**config.mk**
```make
export PLATFORM = sky130hd
export DESIGN_NAME = can_frame_signal_extractor_unit
export DESIGN_NICKNAME = d
export VERILOG_FILES = /design/src/rtl/cfsx_pkg.sv /design/src/rtl/can_frame_signal_extractor_unit.sv /design/src/rtl/cfsx_field_unit.sv /design/src/rtl/cfsx_scan_ctrl.sv
export VERILOG_INCLUDE_DIRS = /design/src /design/src/rtl
export SDC_FILE = /design/constraint.sdc
export NUM_CORES = 1
export LEC_CHECK = 0
export ABC_AREA = 1
export BUFFER_PORTS_ARGS = -buffer_cell sky130_fd_sc_hd__buf_2
export CORE_ASPECT_RATIO = 1.5
export CORE_UTILIZATION = 57
export DETAILED_ROUTE_END_ITERATION = 16
export PLACE_DENSITY = 0.89
export SETUP_SLACK_MARGIN = 0.3
export SYNTH_ARGS = -nofsm -noshare
export SYNTH_HDL_FRONTEND = slang
export SYNTH_SLANG_ARGS = --single-unit
export TNS_END_PERCENT = 50
```
**constraint.sdc**
```tcl
create_clock -name clock -period 8.3 [get_ports clock]
set_clock_uncertainty 0.1 [all_clocks]
set_input_delay 1.245 -clock clock [delete_from_list [all_inputs] [get_ports clock]]
set_output_delay 1.245 -clock clock [all_outputs]
set_load 0.005 [all_outputs]
```
**src/rtl/can_frame_signal_extractor_unit_defines.svh**
```systemverilog
// Assertion macros used by the top-level RTL of the CAN frame signal extractor.
`ifndef CAN_FRAME_SIGNAL_EXTRACTOR_UNIT_DEFINES_SVH
`define CAN_FRAME_SIGNAL_EXTRACTOR_UNIT_DEFINES_SVH

`ifndef SYNTHESIS
`define CFSX_ASSERT(label, clk, rst, prop, msg) \
   label: assert property (@(posedge clk) disable iff (rst) prop) else $error(msg);
`define CFSX_ASSERT_ALWAYS(label, clk, prop, msg) \
   label: assert property (@(posedge clk) prop) else $error(msg);
`else
`define CFSX_ASSERT(label, clk, rst, prop, msg)
`define CFSX_ASSERT_ALWAYS(label, clk, prop, msg)
`endif

`endif

```
**src/rtl/cfsx_pkg.sv**
```systemverilog
package cfsx_pkg;

   localparam int NumSignals = 15;
   localparam int NumIdRegs  = 5;
   localparam int MaxResults = 7;

   localparam int IdxW      = $clog2(NumSignals);
   localparam int CountW    = $clog2(MaxResults + 1);
   localparam int RegSelW   = $clog2(NumIdRegs);
   localparam int IdW       = 11;
   localparam int LenW      = 4;
   localparam int PayloadW  = 64;
   localparam int ValueW    = 32;
   localparam int StartW    = 6;
   localparam int WidthW    = 6;
   localparam int SignPosW  = $clog2(ValueW);
   localparam int CsrIndexW = 3;
   localparam int CsrDataW  = 11;

   localparam logic [LenW-1:0] ExpectedLengthReset = 4'd8;

   typedef enum logic [CsrIndexW-1:0] {
      CsrImuOneAnglesId  = 3'd0,
      CsrImuTwoAnglesId  = 3'd1,
      CsrImuHeadingId    = 3'd2,
      CsrCameraStatusId  = 3'd3,
      CsrCameraControlId = 3'd4,
      CsrExpectedLength  = 3'd5
   } csr_index_type;

   typedef struct packed {
      logic [RegSelW-1:0] reg_sel;
      logic [StartW-1:0]  start;
      logic [WidthW-1:0]  width_bits;
      logic               is_signed;
   } desc_type;

   typedef struct packed {
      logic            write;
      logic [IdxW-1:0] index;
   } update_type;

   function automatic desc_type desc_lookup(input logic [IdxW-1:0] idx);
      desc_type d;
      unique case (idx)
         4'd0:    d = '{3'd0, 6'd0,  6'd32, 1'b1};
         4'd1:    d = '{3'd0, 6'd32, 6'd32, 1'b1};
         4'd2:    d = '{3'd2, 6'd0,  6'd32, 1'b1};
         4'd3:    d = '{3'd1, 6'd0,  6'd32, 1'b1};
         4'd4:    d = '{3'd1, 6'd32, 6'd32, 1'b1};
         4'd5:    d = '{3'd2, 6'd32, 6'd32, 1'b1};
         4'd6:    d = '{3'd3, 6'd0,  6'd1,  1'b0};
         4'd7:    d = '{3'd3, 6'd1,  6'd1,  1'b0};
         4'd8:    d = '{3'd3, 6'd2,  6'd1,  1'b0};
         4'd9:    d = '{3'd3, 6'd3,  6'd1,  1'b0};
         4'd10:   d = '{3'd3, 6'd8,  6'd16, 1'b0};
         4'd11:   d = '{3'd3, 6'd24, 6'd16, 1'b1};
         4'd12:   d = '{3'd3, 6'd40, 6'd16, 1'b0};
         4'd13:   d = '{3'd4, 6'd16, 6'd16, 1'b0};
         4'd14:   d = '{3'd4, 6'd32, 6'd16, 1'b0};
         default: d = '{3'd0, 6'd0,  6'd32, 1'b0};
      endcase
      return d;
   endfunction

   function automatic logic [NumSignals-1:0] desc_hit_mask(input logic [NumIdRegs-1:0] hit);
      logic [NumSignals-1:0] m;
      desc_type              d;
      for (int i = 0; i < NumSignals; i++) begin
         d    = desc_lookup(IdxW'(i));
         m[i] = hit[d.reg_sel];
      end
      return m;
   endfunction

endpackage

```
**src/rtl/can_frame_signal_extractor_unit.sv**
```systemverilog
// Once a frame is accepted, descriptors are visited in table order from position 0 up to
// the last matching one, one descriptor per cycle while no stalled result holds the scan.
// Each match updates the signal value file and, up to MaxResults, is registered as a result.
// No new frame is taken until the scan ends; frames that match nothing leave the block idle.
// Reset: identifier registers clear to zero, expected length becomes 8, the signal value
// file clears to zero and no result is pending.
`include "can_frame_signal_extractor_unit_defines.svh"

module can_frame_signal_extractor_unit (
   input  logic                                clock,
   input  logic                                reset,
   input  logic                                req_valid,
   output logic                                req_ready,
   input  logic [cfsx_pkg::IdW-1:0]            req_frame_id,
   input  logic                                req_extended,
   input  logic [cfsx_pkg::LenW-1:0]           req_length,
   input  logic [cfsx_pkg::PayloadW-1:0]       req_payload,
   output logic                                rsp_valid,
   input  logic                                rsp_ready,
   output logic [cfsx_pkg::IdxW-1:0]           rsp_signal_index,
   output logic signed [cfsx_pkg::ValueW-1:0]  rsp_signal_value,
   output logic                                rsp_last,
   input  logic                                csr_valid,
   output logic                                csr_ready,
   input  logic [cfsx_pkg::CsrIndexW-1:0]      csr_index,
   input  logic [cfsx_pkg::CsrDataW-1:0]       csr_data
);
   import cfsx_pkg::*;

   logic [IdW-1:0]      id_ff [NumIdRegs];
   logic [IdW-1:0]      id_in [NumIdRegs];
   logic [LenW-1:0]     expected_length_ff, expected_length_in;
   logic [PayloadW-1:0] payload_ff;
   logic [ValueW-1:0]   signal_values_ff [NumSignals];

   logic [NumIdRegs-1:0] id_hit;
   logic                 frame_ok;
   logic [IdxW-1:0]      desc_index;
   logic [ValueW-1:0]    field_value;
   logic [ValueW-1:0]    rsp_value;
   update_type           update;

   assign csr_ready = 1'b1;

   always_comb begin
      id_in              = id_ff;
      expected_length_in = expected_length_ff;
      if (csr_valid) begin
         unique case (csr_index_type'(csr_index))
            CsrImuOneAnglesId:  id_in[0] = csr_data;
            CsrImuTwoAnglesId:  id_in[1] = csr_data;
            CsrImuHeadingId:    id_in[2] = csr_data;
            CsrCameraStatusId:  id_in[3] = csr_data;
            CsrCameraControlId: id_in[4] = csr_data;
            CsrExpectedLength:  expected_length_in = csr_data[LenW-1:0];
            default:            expected_length_in = expected_length_ff;
         endcase
      end
   end

   always_comb begin
      frame_ok = !req_extended && (req_length == expected_length_ff);
      for (int k = 0; k < NumIdRegs; k++) begin
         id_hit[k] = frame_ok && (req_frame_id == id_ff[k]);
      end
   end

   always_ff @(posedge clock) begin
      if (reset) begin
         for (int k = 0; k < NumIdRegs; k++) begin
            id_ff[k] <= '0;
         end
         expected_length_ff <= ExpectedLengthReset;
      end else begin
         id_ff              <= id_in;
         expected_length_ff <= expected_length_in;
      end
   end

   always_ff @(posedge clock) begin
      if (req_valid && req_ready) begin
         payload_ff <= req_payload;
      end
   end

   always_ff @(posedge clock) begin
      if (reset) begin
         for (int s = 0; s < NumSignals; s++) begin
            signal_values_ff[s] <= '0;
         end
      end else if (update.write) begin
         signal_values_ff[update.index] <= field_value;
      end
   end

   cfsx_field_unit u_field_unit (
      .desc_index  (desc_index),
      .payload     (payload_ff),
      .field_value (field_value)
   );

   cfsx_scan_ctrl u_scan_ctrl (
      .clock            (clock),
      .reset            (reset),
      .req_valid        (req_valid),
      .req_ready        (req_ready),
      .id_hit           (id_hit),
      .desc_index       (desc_index),
      .field_value      (field_value),
      .update           (update),
      .rsp_valid        (rsp_valid),
      .rsp_ready        (rsp_ready),
      .rsp_signal_index (rsp_signal_index),
      .rsp_value        (rsp_value),
      .rsp_last         (rsp_last)
   );

   assign rsp_signal_value = $signed(rsp_value);

   `CFSX_ASSERT(a_update_stored, clock, reset, update.write |=> signal_values_ff[$past(update.index)] == $past(field_value), "Signal value file missed an update.")
   `CFSX_ASSERT(a_update_while_busy, clock, reset, update.write |-> !req_ready, "Signal update while the block accepts items.")
   `CFSX_ASSERT_ALWAYS(a_reset_idle, clock, reset |=> (!rsp_valid && req_ready), "Block not idle after reset.")

endmodule

```
**src/rtl/cfsx_field_unit.sv**
```systemverilog
module cfsx_field_unit (
   input  logic [cfsx_pkg::IdxW-1:0]     desc_index,
   input  logic [cfsx_pkg::PayloadW-1:0] payload,
   output logic [cfsx_pkg::ValueW-1:0]   field_value
);
   import cfsx_pkg::*;

   desc_type              desc;
   logic [PayloadW-1:0]   shifted;
   logic [ValueW-1:0]     mask;
   logic [ValueW-1:0]     field;
   logic [SignPosW-1:0]   sign_pos;
   logic                  sign_fill;

   always_comb begin
      desc        = desc_lookup(desc_index);
      shifted     = payload >> desc.start;
      mask        = ~({ValueW{1'b1}} << desc.width_bits);
      field       = shifted[ValueW-1:0] & mask;
      sign_pos    = SignPosW'(desc.width_bits - WidthW'(1));
      sign_fill   = desc.is_signed && field[sign_pos];
      field_value = sign_fill ? (field | ~mask) : field;
   end

endmodule

```
**src/rtl/cfsx_scan_ctrl.sv**
```systemverilog
module cfsx_scan_ctrl (
   input  logic                             clock,
   input  logic                             reset,
   input  logic                             req_valid,
   output logic                             req_ready,
   input  logic [cfsx_pkg::NumIdRegs-1:0]   id_hit,
   output logic [cfsx_pkg::IdxW-1:0]        desc_index,
   input  logic [cfsx_pkg::ValueW-1:0]      field_value,
   output cfsx_pkg::update_type             update,
   output logic                             rsp_valid,
   input  logic                             rsp_ready,
   output logic [cfsx_pkg::IdxW-1:0]        rsp_signal_index,
   output logic [cfsx_pkg::ValueW-1:0]      rsp_value,
   output logic                             rsp_last
);
   import cfsx_pkg::*;

   typedef enum logic {
      StIdle,
      StScan
   } state_type;

   state_type             state_ff, state_in;
   logic [IdxW-1:0]       idx_ff, idx_in;
   logic [NumSignals-1:0] mask_ff, mask_in;
   logic [CountW-1:0]     count_ff, count_in;
   logic                  rsp_valid_ff, rsp_valid_in;
   logic [IdxW-1:0]       rsp_index_ff, rsp_index_in;
   logic [ValueW-1:0]     rsp_value_ff, rsp_value_in;
   logic                  rsp_last_ff, rsp_last_in;

   logic [NumSignals-1:0] above;
   logic                  later;
   logic                  match;
   logic                  emit;
   logic                  last;
   logic                  stall;

   always_comb begin
      state_in     = state_ff;
      idx_in       = idx_ff;
      mask_in      = mask_ff;
      count_in     = count_ff;
      rsp_valid_in = rsp_valid_ff;
      rsp_index_in = rsp_index_ff;
      rsp_value_in = rsp_value_ff;
      rsp_last_in  = rsp_last_ff;
      update       = '0;

      for (int j = 0; j < NumSignals; j++) begin
         above[j] = (j > int'(idx_ff));
      end
      later = |(mask_ff & above);
      match = mask_ff[idx_ff];
      emit  = match && (count_ff != CountW'(MaxResults));
      last  = (count_ff == CountW'(MaxResults - 1)) || !later;
      stall = emit && rsp_valid_ff && !rsp_ready;

      if (rsp_ready) begin
         rsp_valid_in = 1'b0;
      end

      unique case (state_ff)
         StIdle: begin
            if (req_valid) begin
               mask_in  = desc_hit_mask(id_hit);
               idx_in   = '0;
               count_in = '0;
               if (|mask_in) begin
                  state_in = StScan;
               end
            end
         end
         StScan: begin
            if (!stall) begin
               update.write = match;
               update.index = idx_ff;
               if (emit) begin
                  rsp_valid_in = 1'b1;
                  rsp_index_in = idx_ff;
                  rsp_value_in = field_value;
                  rsp_last_in  = last;
                  count_in     = count_ff + CountW'(1);
               end
               if (!later) begin
                  state_in = StIdle;
               end else begin
                  idx_in = idx_ff + IdxW'(1);
               end
            end
         end
      endcase
   end

   always_ff @(posedge clock) begin
      if (reset) begin
         state_ff     <= StIdle;
         idx_ff       <= '0;
         mask_ff      <= '0;
         count_ff     <= '0;
         rsp_valid_ff <= 1'b0;
      end else begin
         state_ff     <= state_in;
         idx_ff       <= idx_in;
         mask_ff      <= mask_in;
         count_ff     <= count_in;
         rsp_valid_ff <= rsp_valid_in;
      end
      rsp_index_ff <= rsp_index_in;
      rsp_value_ff <= rsp_value_in;
      rsp_last_ff  <= rsp_last_in;
   end

   assign req_ready        = (state_ff == StIdle);
   assign desc_index       = idx_ff;
   assign rsp_valid        = rsp_valid_ff;
   assign rsp_signal_index = rsp_index_ff;
   assign rsp_value        = rsp_value_ff;
   assign rsp_last         = rsp_last_ff;

endmodule
```
==> results.sh <==
export IMPL_cts_root_buffer="sky130_fd_sc_hd__clkbuf_16"
export IMPL_whs_ns=0.363
export IMPL_synth_enable_flop_cells=101
export IMPL_critical_path_endpoint_type="flop"
export IMPL_globalRouteTotalUtil_pct=30.0
export IMPL_cp_buffers_inverters=1
export IMPL_pre_cts_ws_ns=4.74
export IMPL_detailed_place_area_mm2=0.0111
export IMPL_cts_buffers_inserted=17
export IMPL_synth_lib_cells_used_distinct=50
export IMPL_initial_utilization_pct=58.4
export IMPL_h_tree_depth=4
export IMPL_post_synthesis_instance_total=1384
export IMPL_worst_setup_path_start_kind="flop"
export IMPL_number_of_hold_buffers_added_after_cts=0
export IMPL_grt_antenna_before_repair=0
export IMPL_vias_per_cell=5.84
export IMPL_report_final_setup_viol=0
export IMPL_worst_ep_required_time_ns=8.50
export IMPL_timing_final_ws_setup_ns=4.63
export IMPL_final_area_mm2=0.0117
export IMPL_syn_area_cell_um2=7.60
export IMPL_post_route_drc_count=0
export IMPL_vertical_die_dimension_um=168
export IMPL_ws_path_type="flop to flop"
export IMPL_clock_tree_from_tritoncts="yes"
export IMPL_max_stage_delay_ns=1.07
export IMPL_placed_cells_incl_taps=1661
export IMPL_dr_pass1_iters=8
export IMPL_post_cts_resized=0
export IMPL_ff_latch_area_mm2=0.00468
export IMPL_drive_above_1_share_pct=16.1
export IMPL_grt_pass1_wl_um=44700
export IMPL_power_leakage_nw=5.10
export IMPL_design_core_area_mm2=0.0180
export IMPL_clock_tree_buffer_depth=2
export IMPL_drt_antenna_violating_nets=0
export IMPL_fraction_of_the_cycle_the_final_worst_path_needs_pct=44.2
export IMPL_post_cts_buffers=0
export IMPL_irDropWorstVdd_uv=163
export IMPL_layout_min_cycle_time_ns=3.67
export IMPL_ys_ff_latch=183
export IMPL_beginning_of_the_worst_hold_path="id_ff[17]$_SDFFE_PP0P_"
export IMPL_outcome="completed"
export IMPL_multi_input_area_mm2=0.00507
export IMPL_rd_place_congestion=0.968
export IMPL_grt_start_max_net_pins=74
export IMPL_cts_reportedPaths_clkPinSlew_ns=0.08
export IMPL_post_synth_instance_area_mm2=0.0105
export IMPL_detailedRoute_firstIterationViolations=1159
export IMPL_io_buffer_count=137
export IMPL_overflow=0
export IMPL_async_reset_ff_share_pct=0
export IMPL_crit_fanout=66
export IMPL_num_io_pins=139
export IMPL_cp_slowest_cell="sky130_fd_sc_hd__dfxtp_2"
export IMPL_yosys_most_used_dff="sky130_fd_sc_hd__edfxtp_1"
export IMPL_layoutNonFillerInstCount=1693
export IMPL_path_cells="inv_2 -> nand3_1 -> nand3_1 -> nand2_1 -> nand2_1 -> nand2_1 -> nand2_1 -> nand2_1 -> nand3_1 -> nand3_4 -> nand4_4 -> nand2_1"
export IMPL_power_density_cell_area_mw_per_mm2=171
export IMPL_number_of_nets_produced_by_synthesis=1492
export IMPL_gate_family_responsible_for_the_most_delay_along_the_worst_path="simple AND/OR/NAND/NOR gates"
export IMPL_fmax_mhz=272
export IMPL_antennaDiodeCount=0
export IMPL_worstPathArrival_ns=3.87
export IMPL_synth_seq_area_share_pct=44.4
export IMPL_area_growth_synth_to_final_pct=11.3
export IMPL_dp_final_hpwl_um=20300
export IMPL_worst_skew_pair_late_latency_ns=0.45
export IMPL_final_max_slew_viol_count=0
export IMPL_design_die_area_mm2=0.0190
export IMPL_timing_max_cap_violations=0
export IMPL_setup_tns_final_ns=0
export IMPL_relSlewSlack_pct=20.5
export IMPL_via_count=9886
export IMPL_final_hold_violation_count=0
export IMPL_post_drt_wl_per_cell_um=16.3
export IMPL_num_rows=60
export IMPL_grt_pass1_vias=9192
export IMPL_tightest_slew_ns=1.19
export IMPL_cts_sinks=183
export IMPL_fillCellCount=1506
export IMPL_crit_start="u_field_unit.desc[8]$_SDFF_PN0_"
export IMPL_critical_path_reg2reg_startpoint="u_field_unit.desc[8]$_SDFF_PN0_"
export IMPL_crit_top_cell="sky130_fd_sc_hd__nand2_1"
export IMPL_rsz0062_at_grt="false"
export IMPL_worstHoldPathType="flop to flop"
export IMPL_floorplan_die_width_um=113
export IMPL_fin_nets=1571
export IMPL_finalWirelength_um=27600
export IMPL_yosys_warnings=0
[power breakdown]
| group | switching (mW) | internal, mW |
|---|---|---|
| Combinational | 0.109 | 0.0627 |
| Clock | 0.406 | 0.428 |
| Sequential | 0.0158 | 0.984 |
| Total | 0.531 | 1.48 |
[layer usage]
metal | up-vias | GRT usage [%] | routed length (um)
met5 | - | 0 | 0
met4 | 0 | 19.9 | 1820
met3 | 116 | 4.79 | 1950
met2 | 513 | 50.8 | 13400
met1 | 4490 | 35.2 | 10400
li1 | 4767 | - | -
[logic make-up (layout without fill, tap and decap cells)]
logic type	count (synthesis)	after routing	synth area share [%]
flops	183	183	44.4
buf+inv	170	262	7.46
fa+ha+maj	9	9	1.07
xor+xnor	44	44	3.66
mux	4	4	0.381
simple gates	722	722	29.7
compound gates	251	251	13.2
other cells	1	1	0.0357
[cell type report]
| cell class | count | area share [%] |
|---|---|---|
| Clock buffer | 18 | 3.85 |
| Inverter | 84 | 2.74 |
| Sequential cell | 183 | 40.0 |
| Multi-Input combinational cell | 1031 | 43.3 |
| Clock inverter | 14 | 1.43 |
| Tap cell | 217 | 2.32 |
| Timing Repair Buffer | 146 | 6.43 |
[flip-flops by register name (all words and copies together), names as in the netlist]
| signal | flops |
|---|---|
| u_scan_ctrl.desc_index | 4 |
| u_scan_ctrl.mask_ff | 5 |
| id_ff | 55 |
| u_scan_ctrl.rsp_last | 1 |
| u_field_unit.desc | 9 |
| u_scan_ctrl.rsp_value | 32 |
| payload_ff | 64 |
| u_scan_ctrl.rsp_signal_index | 4 |
| u_scan_ctrl.rsp_valid | 1 |
| u_scan_ctrl.count_ff | 3 |
| expected_length_ff | 4 |
| u_scan_ctrl.state_ff | 1 |
[cells in the final DEF (no fill, tap or decap), drive strengths merged, types with 12 or more instances in the layout]
master  count
inv        94
xor2       19
xnor2      25
nand2     390
clkbuf     18
nor2      149
a31oi      12
or2        13
a21oi      44
dfxtp      82
edfxtp    101
buf       146
nand3     138
o211ai     22
nand4      12
o21ai     159
nor3       13
[worst min-delay path, delay by kind of cell, from the launching register on]
family                 cells  cell delay [ns]
DFF                        1             0.32
buffers and inverters      1             0.05
AOI/OAI and AO/OA          1             0.05
[final timing paths]
| path | depth (start not counted) | endpoint | slack [ns] |
|---|---|---|---|
| hold / removal | 2 | id_ff[17]$_SDFFE_PP0P_ | 0.36 |
| setup reg to reg | 12 | u_scan_ctrl.rsp_value[19]$_DFFE_PP_ | 4.63 |
| setup / recovery | 12 | u_scan_ctrl.rsp_value[19]$_DFFE_PP_ | 4.63 |
| hold reg to reg | 2 | id_ff[17]$_SDFFE_PP0P_ | 0.36 |
[through the flow]
| step | util [%] | total power [mW] |
|---|---|---|
| floorplan | - | 1.12 |
| global placement | 61.5 | 1.18 |
| detailed placement | 61.5 | 1.19 |
| CTS | 65.0 | 2.01 |
| global route | 65.0 | 2.07 |
| finish | 65.0 | 2.01 |
[Yosys cell counts (7+ instances only)]
| library cell | count | area (um^2) |
|---|---|---|
| sky130_fd_sc_hd__or2_2 | 10 | 62.6 |
| sky130_fd_sc_hd__ha_1 | 9 | 113 |
| sky130_fd_sc_hd__inv_2 | 7 | 26.3 |
| sky130_fd_sc_hd__dfxtp_1 | 82 | 1640 |
| sky130_fd_sc_hd__nand2_1 | 371 | 1390 |
| sky130_fd_sc_hd__o21ai_0 | 146 | 731 |
| sky130_fd_sc_hd__buf_1 | 12 | 45.0 |
| sky130_fd_sc_hd__nand4_1 | 10 | 62.6 |
| sky130_fd_sc_hd__nand3_1 | 131 | 656 |
| sky130_fd_sc_hd__a21oi_1 | 42 | 210 |
| sky130_fd_sc_hd__xor2_1 | 19 | 166 |
| sky130_fd_sc_hd__edfxtp_1 | 101 | 3030 |
| sky130_fd_sc_hd__inv_1 | 76 | 285 |
| sky130_fd_sc_hd__xnor2_1 | 25 | 219 |
| sky130_fd_sc_hd__nor3_1 | 13 | 65.1 |
| sky130_fd_sc_hd__buf_2 | 14 | 70.1 |
| sky130_fd_sc_hd__o211ai_1 | 19 | 143 |
| sky130_fd_sc_hd__nand2_2 | 17 | 106 |
| sky130_fd_sc_hd__o21ai_1 | 12 | 60.1 |
| sky130_fd_sc_hd__a31oi_1 | 12 | 75.1 |
| sky130_fd_sc_hd__nor2_1 | 146 | 548 |
| sky130_fd_sc_hd__clkbuf_1 | 42 | 158 |
| sky130_fd_sc_hd__buf_6 | 13 | 146 |
(Power assumes the default switching activity.)
